**src/crps_pkg.sv**
```systemverilog
// shared types, constants and tables for the catmull-rom path smoother
package crps_pkg;

  localparam int COORD_BITS_DEF = 12;
  localparam int MAX_STEPS_DEF  = 31;

  localparam int STEPS_W    = 5;
  localparam int SAMPLE_W   = 14;
  localparam int DIR_W      = 13;
  localparam int T_W        = 17;
  localparam int Q_FRAC     = 16;
  localparam int G_W        = 22;
  localparam int FRAC_SHIFT = 17;

  localparam logic [STEPS_W-1:0] STEPS_RESET = 5'd10;
  localparam logic [T_W-1:0]     ONE_Q16     = 17'h10000;

  typedef struct packed {
    logic load;
    logic issue;
    logic seg;
    logic first;
    logic run_last;
    logic path_done;
  } cmd_t;

  typedef struct packed {
    logic               adv;
    logic               front_empty;
    logic               seen_ge1;
    logic               seen_ge2;
    logic [STEPS_W-1:0] eff_n;
  } sts_t;

  // floor(65536 / n)
  function automatic logic [T_W-1:0] recip_q(input logic [STEPS_W-1:0] n);
    logic [T_W-1:0] q;
    unique case (n)
      5'd1:    q = 17'd65536;
      5'd2:    q = 17'd32768;
      5'd3:    q = 17'd21845;
      5'd4:    q = 17'd16384;
      5'd5:    q = 17'd13107;
      5'd6:    q = 17'd10922;
      5'd7:    q = 17'd9362;
      5'd8:    q = 17'd8192;
      5'd9:    q = 17'd7281;
      5'd10:   q = 17'd6553;
      5'd11:   q = 17'd5957;
      5'd12:   q = 17'd5461;
      5'd13:   q = 17'd5041;
      5'd14:   q = 17'd4681;
      5'd15:   q = 17'd4369;
      5'd16:   q = 17'd4096;
      5'd17:   q = 17'd3855;
      5'd18:   q = 17'd3640;
      5'd19:   q = 17'd3449;
      5'd20:   q = 17'd3276;
      5'd21:   q = 17'd3120;
      5'd22:   q = 17'd2978;
      5'd23:   q = 17'd2849;
      5'd24:   q = 17'd2730;
      5'd25:   q = 17'd2621;
      5'd26:   q = 17'd2520;
      5'd27:   q = 17'd2427;
      5'd28:   q = 17'd2340;
      5'd29:   q = 17'd2259;
      5'd30:   q = 17'd2184;
      5'd31:   q = 17'd2114;
      default: q = 17'd65536;
    endcase
    return q;
  endfunction

endpackage

```
**src/crps_ctrl.sv**
```systemverilog
// controller: request intake and per-segment sample sequencing
module crps_ctrl (
  input  logic            clk,
  input  logic            rst_n,
  input  logic            in_valid,
  input  logic            in_path_last,
  output logic            in_stall,
  input  crps_pkg::sts_t  sts,
  output crps_pkg::cmd_t  cmd
);
  import crps_pkg::*;

  typedef enum logic [1:0] {ST_IDLE, ST_ISSUE, ST_DRAIN} state_t;

  state_t             state_r, state_nxt;
  logic [STEPS_W-1:0] j_r, j_nxt;
  logic               seg_r, seg_nxt;
  logic               need_b_r, need_b_nxt;
  logic               last_r, last_nxt;
  logic               in_stall_r;
  logic               accept;
  logic               seg_a;
  logic               seg_b;
  logic               j_end;
  logic               more_b;

  assign accept = in_valid && !in_stall_r;
  assign seg_a  = sts.seen_ge2;
  assign seg_b  = in_path_last && sts.seen_ge1;
  assign j_end  = (j_r == sts.eff_n);
  assign more_b = !seg_r && need_b_r;

  always_comb begin
    cmd.load      = accept;
    cmd.issue     = (state_r == ST_ISSUE);
    cmd.seg       = seg_r;
    cmd.first     = (j_r == '0);
    cmd.run_last  = j_end && !more_b;
    cmd.path_done = j_end && !more_b && last_r;
  end

  always_comb begin
    state_nxt  = state_r;
    j_nxt      = j_r;
    seg_nxt    = seg_r;
    need_b_nxt = need_b_r;
    last_nxt   = last_r;
    unique case (state_r)
      ST_IDLE: begin
        if (accept) begin
          last_nxt   = in_path_last;
          need_b_nxt = seg_b;
          j_nxt      = '0;
          if (seg_a) begin
            seg_nxt   = 1'b0;
            state_nxt = ST_ISSUE;
          end else if (seg_b) begin
            seg_nxt   = 1'b1;
            state_nxt = ST_ISSUE;
          end
        end
      end
      ST_ISSUE: begin
        if (sts.adv) begin
          if (j_end) begin
            j_nxt = '0;
            if (more_b) begin
              seg_nxt = 1'b1;
            end else begin
              state_nxt = ST_DRAIN;
            end
          end else begin
            j_nxt = j_r + STEPS_W'(1);
          end
        end
      end
      ST_DRAIN: begin
        // segment points must stay put until the pipeline front has read them
        if (sts.front_empty) begin
          state_nxt = ST_IDLE;
        end
      end
      default: state_nxt = ST_IDLE;
    endcase
  end

  always_ff @(posedge clk) begin
    if (!rst_n) begin
      state_r    <= ST_IDLE;
      j_r        <= '0;
      seg_r      <= 1'b0;
      need_b_r   <= 1'b0;
      last_r     <= 1'b0;
      in_stall_r <= 1'b1;
    end else begin
      state_r    <= state_nxt;
      j_r        <= j_nxt;
      seg_r      <= seg_nxt;
      need_b_r   <= need_b_nxt;
      last_r     <= last_nxt;
      in_stall_r <= (state_nxt != ST_IDLE);
    end
  end

  assign in_stall = in_stall_r;

endmodule

```
**config.mk**
```make
export PLATFORM = sky130hd
export DESIGN_NAME = crps_ctrl
export DESIGN_NICKNAME = d
export VERILOG_FILES = /design/src/crps_pkg.sv /design/src/crps_ctrl.sv
export SDC_FILE = /design/constraint.sdc
export NUM_CORES = 1
export LEC_CHECK = 0
export BUFFER_PORTS_ARGS = -buffer_cell sky130_fd_sc_hd__buf_2
export CAP_MARGIN = 15
export CORE_MARGIN = 2
export CORE_UTILIZATION = 49
export DETAILED_ROUTE_END_ITERATION = 12
export PLACE_DENSITY_LB_ADDON = 0.05
export SLEW_MARGIN = 25
export SYNTH_ARGS = -nofsm -noshare
export SYNTH_HDL_FRONTEND = slang
export SYNTH_SLANG_ARGS = --single-unit
```
**constraint.sdc**
```tcl
create_clock -name clk -period 1.6 [get_ports clk]
set_clock_uncertainty 0.05 [all_clocks]
set_input_delay 0.32 -clock clk [delete_from_list [all_inputs] [get_ports clk]]
set_output_delay 0.32 -clock clk [all_outputs]
set_load 0.02 [all_outputs]
```
==> flow_summary.yaml, run 1 <==
outcome:
  outcome: "finished with violations"
  violations: "negative setup slack"
pwr:
  p_leak_nw: 0.462
  vdd_drop_max_mv: 0.384
  p_per_area_nw_per_um2: 662
die:
  io_pins: 20
  dieArea_um2: 1740
  die_w_um: 41.7
  dieHeight_um: 41.7
  rows: 13
  start_util_pct: 52.8
  core_area_um2: 1320
clock_network:
  cts_buffers: 3
  clock_sinks: 11
  htreeDepth: 1
  cts_tree: "built"
  clk_pin_slew_ps: 80
  postCtsHoldBufs: 0
  clock_path_buffers: 2
  root_buffer: "clkbuf_4"
  worstSkewPairLatency_ps: 270
timing:
  whs_ps: 252
  period_share_pct: 109
  setup_ws_ps: -143
  max_slew_margin_pct: 81.4
  slew_violations: 0
  tightest_slew_ps: 279
  setup_viol: 3
  period_minus_slack_ps: 1740
  rsz0062_at_grt: "true"
  fmax_mhz: 574
  hold_viol_final: 0
synthesis:
  yosysSeqAreaShare_pct: 31.7
  yosys.area_share.simple_pct: 31.5
  syn_area_um2: 696
  netlist_instances: 78
  synth_top_family_by_area: "simple AND/OR/NAND/NOR gates"
  muxShareOfSynthArea_pct: 0
  synthesis.nets: 93
  avgSynthCellArea_um2: 8.92
  ys_types: 35
  ys_ff_latch: 11
  synth-compound-area-share_pct: 16.5
  synth_xor_area_share_pct: 11.3
  yosys.area_share.adder_pct: 3.60
  yosys_warnings: 0
layout:
  drive_gt1_share_pct: 55.3
  area_delta_synth_final_pct: 49.1
  nFillCells: 91
  antenna_cells: 0
  design_area_um2: 1040
  nets: 130
setup_path:
  start_kind: "flip-flop"
  arrival_ps: 1370
  endpoint_kind: "primary output"
  crit_fanout: 2
  critPathKind: "reg2out"
  cp.required_ps: 1230
routing:
  via_per_inst: 5.32
  ant_nets: 0
  wl_um: 1610
  wl_per_cell_um: 12.5
  drt_pass1_iterations: 4
  drt-initial-drc-count: 12
  vias: 686
  drcViolationCount: 0
place:
  gp_congestion: 0.763
  port_buffers: 19
  dpl-instance-area_um2: 861
  pre_cts_ws_ps: -34.6
  post-dp-hpwl_um: 1140
global_routing:
  grt_pass1_vias: 634
  grt_usage_pct: 20.0
  antenna_found_initial: 0
  overflow: 0
  grt_max_degree: 9
  grt_pass1_wl_um: 2670
flow_run:
  maxCapViolCount: 0
hold_path:
  hp-class: "in2reg"
## area by class of cell
type | count | area (µm²) | area share [%]
multi-input cells | 61 | 515 | 49.7
repair buffers | 35 | 231 | 22.3
flip-flops and latches | 11 | 229 | 22.1
clock buffers | 4 | 26.3 | 2.53
well taps | 15 | 18.8 | 1.81
inverters | 3 | 16.3 | 1.57
## final timing paths
path | from | endpoint | slack (ps) | cells after the start
min reg2reg | last_r | last_r | 420 | 2
max | j_r[2] | cmd[0] | -140 | 5
min | in_path_last | last_r | 250 | 3
max reg2reg | state_r[0] | in_stall | 70 | 4
## per-layer routing
layer | part of all wire [%] | GRT usage, % | vias up
met5 | 0 | 0 | -
met4 | 0.75 | 12.3 | 0
met3 | 3.5 | 3.04 | 2
met2 | 51 | 33.8 | 16
met1 | 44 | 23.5 | 318
li1 | - | - | 350
## report_power, final
group	total [mW]	internal (mW)	switching, mW	leakage [nW]
registers	0.298	0.286	0.0129	0.0929
logic	0.186	0.103	0.0838	0.354
clock network	0.201	0.0965	0.105	0.0150
## Yosys cell counts
cell type	count	area, µm²
or3b_1	1	8.76
a31oi_1	1	6.26
or4b_4	1	13.8
o21ai_0	2	10.0
nand4_1	2	12.5
buf_6	1	11.3
o21bai_2	1	11.3
nor4b_4	1	23.8
o21a_1	1	7.51
xnor2_1	6	52.6
o2bb2ai_1	1	8.76
ha_1	2	25.0
inv_1	3	11.3
and3b_1	1	8.76
nand2_1	6	22.5
nor4b_1	1	8.76
nand2b_1	1	6.26
nor2_1	6	22.5
a21oi_1	2	10.0
a31o_2	1	8.76
buf_4	2	15.0
or2_4	1	8.76
and2_1	3	18.8
nand3_1	2	10.0
o211ai_1	1	7.51
o2111ai_1	2	17.5
a21boi_1	2	15.0
a21boi_0	1	7.51
xor2_1	3	26.3
and3_1	2	12.5
nor3_1	1	5.00
nor2b_1	4	25.0
dfxtp_1	11	220
o21ai_1	1	5.00
and4_4	1	11.3
## sequential cells by signal (all words and copies together), names as in the netlist
signal    cells
state_r       2
j_r           5
seg_r         1
need_b_r      1
in_stall      1
last_r        1
## metrics by stage
stage | util [%] | power, mW | setup TNS (ps) | cells
after floorplan | - | 0.394 | -9.27 | 78
after global placement | 65.3 | 0.447 | -14.7 | 119
after detailed placement | 65.3 | 0.449 | -34.6 | 119
after CTS | 76.4 | 0.673 | -229 | 127
after global routing | 78.7 | 0.725 | -408 | 129
final | 78.7 | 0.686 | -235 | 129
## repair_timing
item | CTS | global route
setup endpoints to repair | 3 | 4
setup buffers | 4 | 2
cloned | 0 | 0
pin swaps | 9 | 1
gates resized for setup | 23 | 5
## logic make-up (layout without fill, tap and decap cells)
family | count (synthesis) | count (layout)
adders and majority gates | 2 | 2
xor gates and xnor gates | 9 | 9
AOI/OAI and AO/OA | 16 | 16
DFF | 11 | 11
buffers and inverters | 6 | 42
and+or+nand+nor | 34 | 34
## cells in the final DEF, fill, tap and decap left out, drive strengths merged, types with 2 or more instances in the layout
| master | netlist | final |
|---|---|---|
| ha | 2 | 2 |
| o2111ai | 2 | 2 |
| and3 | 2 | 2 |
| buf | 3 | 35 |
| o21ai | 3 | 3 |
| and2 | 3 | 3 |
| nand4 | 2 | 2 |
| inv | 3 | 3 |
| xnor2 | 6 | 6 |
| a21oi | 2 | 2 |
| xor2 | 3 | 3 |
| nor4b | 2 | 2 |
| dfxtp | 11 | 11 |
| nor2 | 6 | 6 |
| a21boi | 3 | 3 |
| nand3 | 2 | 2 |
| nor2b | 4 | 4 |
| nand2 | 6 | 6 |
| clkbuf | 0 | 4 |
## critical path, cell delays in order (launching register included)
cell and delay [ps]:
dfxtp_2 340, xnor2_2 150, and3_4 210, and3_4 170, and2_4 130, buf_6 100
Power figures use the tool's default switching activity.
==> run 2: changes to the inputs <==
Settings changed: PLACE_DENSITY set to 0.76, PLACE_DENSITY_LB_ADDON 0.05 to unset.
==> flow_summary.yaml, run 2 (synthesized netlist as in run 1, its figures left out) <==
outcome:
  outcome: "finished with violations"
  violations: "negative setup slack"
setup_path:
  worstRegToRegCells: 4
  reg2reg_from: "state_r[1]"
  worst_r2r_endpoint: "j_r[0]"
  rrSetupSlack_ps: 40
  cpPeakStageDelay_ps: 350
  worstPathCellList: "xnor2_2 > and3_4 > and3_4 > and2_4 > buf_6"
  arrival_ps: 1430
  crit_slowest_cell: "dfxtp_2"
  crit_fanout: 2
  timing.critical_path.mode_cell: "and3_4"
  endpoint_kind: "primary output"
  cp.required_ps: 1230
  critPathKind: "reg2out"
  start_kind: "flip-flop"
pwr:
  p_comb_share_pct: 27.5
  netSwitchingFraction_pct: 29.2
  power_mw: 0.678
  pwr-share-seq_pct: 43.8
  vdd_drop_max_mv: 0.391
  p_per_area_nw_per_um2: 670
  p_leak_nw: 0.439
  p_int_mw: 0.480
  p_sw_mw: 0.198
  power_frac_clock_pct: 28.7
place:
  post-dp-hpwl_um: 1210
  place_inst: 116
  port_buffers: 19
  dpl-instance-area_um2: 838
  gp_congestion: 0.761
routing:
  wl_per_cell_um: 15.5
  drcViolationCount: 0
  drt_pass1_iterations: 4
  vias: 693
  ant_nets: 0
  drt-initial-drc-count: 10
  wl_um: 1930
  via_per_inst: 5.59
timing:
  setup_viol: 2
  period_minus_slack_ps: 1800
  max_slew_margin_pct: 70.9
  fmax_mhz: 555
  period_share_pct: 113
  rsz0062_at_grt: "true"
  hold_viol_final: 0
  whs_ps: 273
  slew_violations: 0
  setup_ws_ps: -201
  tightest_slew_ps: 435
layout:
  top_register: "j_r"
  final_cell_mix: "buf_2 (17), buf_4 (11), nand2_1 (6), nor2_1 (6), dfxtp_1 (5)"
  drive_gt1_share_pct: 53.2
  reg.largest.list: "j_r (5), state_r (2)"
  antenna_cells: 0
  nets: 125
  design_area_um2: 1010
  ff_latch_area_um2: 233
  nFillCells: 93
  fin_cells: 124
  area_delta_synth_final_pct: 45.3
  multi_input_area_um2: 529
  mostFrequentLayoutCell: "buf_2"
  largest_reg_flops: 5
hold_path:
  min-delay-start: "in_path_last"
  holdPathStages: 3
  hp-class: "in2reg"
  holdPathEnd: "last_r"
clock_network:
  clock_path_buffers: 2
  cts_buffers: 3
  cts_tree: "built"
  clock_sinks: 11
  root_buffer: "clkbuf_4"
  htreeDepth: 1
  worstSkewPairLatency_ps: 270
  clk_pin_slew_ps: 80
die:
  start_util_pct: 52.8
  die_w_um: 41.7
  rows: 13
  dieHeight_um: 41.7
  io_pins: 20
  dieArea_um2: 1740
  core_area_um2: 1320
global_routing:
  grt_max_degree: 8
  overflow: 0
  antenna_found_initial: 0
  grt_pass1_vias: 705
  grt_pass1_wl_um: 3050
  grt_usage_pct: 23.2
flow_run:
  maxCapViolCount: 0
==> run 2: how the worst max path moves through the flow <==
stage	depth (start not counted)	to	start	slack, ps
after floorplan	3	cmd[2]	j_r[0]	-9
after global placement	6	cmd[0]	sts[2]	-10
after detailed placement	6	cmd[0]	sts[1]	-30
after CTS	5	cmd[0]	j_r[2]	-150
after global routing	5	cmd[0]	j_r[3]	-240
final	5	cmd[0]	j_r[3]	-200
==> run 2: layout make-up <==
cell class | count | share of cell area [%]
multi-input combinational | 61 | 52.4
sequential | 11 | 23.0
timing repair buffer | 30 | 18.8
clock buffer | 4 | 2.60
tap | 15 | 1.86
inverter | 3 | 1.36
==> run 2: timing repair <==
| item | in CTS | in global routing |
|---|---|---|
| hold endpoints to repair | 0 | 0 |
| buffers inserted | 3 | 1 |
| hold buffers | 0 | 0 |
| pin swaps | 8 | 2 |
| resized for setup | 25 | 4 |
| setup endpoints to repair | 3 | 5 |
==> run 2: worst max-delay path: cells and delay by family (launching register included) <==
kind,cells,cell delay (ps)
AND/OR/NAND/NOR,3,530
flip-flops,1,350
XOR/XNOR,1,180
buffers and inverters,1,110
==> run 2: metrics by stage <==
step / setup TNS [ps] / util, % / setup slack (ps)
finish: -317 / 76.7 / -201
CTS: -217 / 75.0 / -146
global placement: -12.6 / 63.6 / -12.6
detailed placement: -31.0 / 63.6 / -31.0
global route: -478 / 76.7 / -235
floorplan: -9.27 / - / -9.27
==> run 2: per-layer routing <==
metal / GRT usage, % / vias up / routed length [µm]
met5: 0 / - / 0
met4: 11.6 / 0 / 23
met3: 6.96 / 4 / 109
met2: 43.4 / 25 / 1030
met1: 22.6 / 327 / 767
li1: - / 337 / -
==> run 2: power groups by stage <==
stage | clock network [mW] | registers, mW | logic [mW]
floorplan | 0 | 0.305 | 0.0896
detailed placement | 0 | 0.302 | 0.143
finish | 0.195 | 0.297 | 0.186
global placement | 0 | 0.302 | 0.139
CTS | 0.201 | 0.296 | 0.176
global route | 0.213 | 0.298 | 0.202
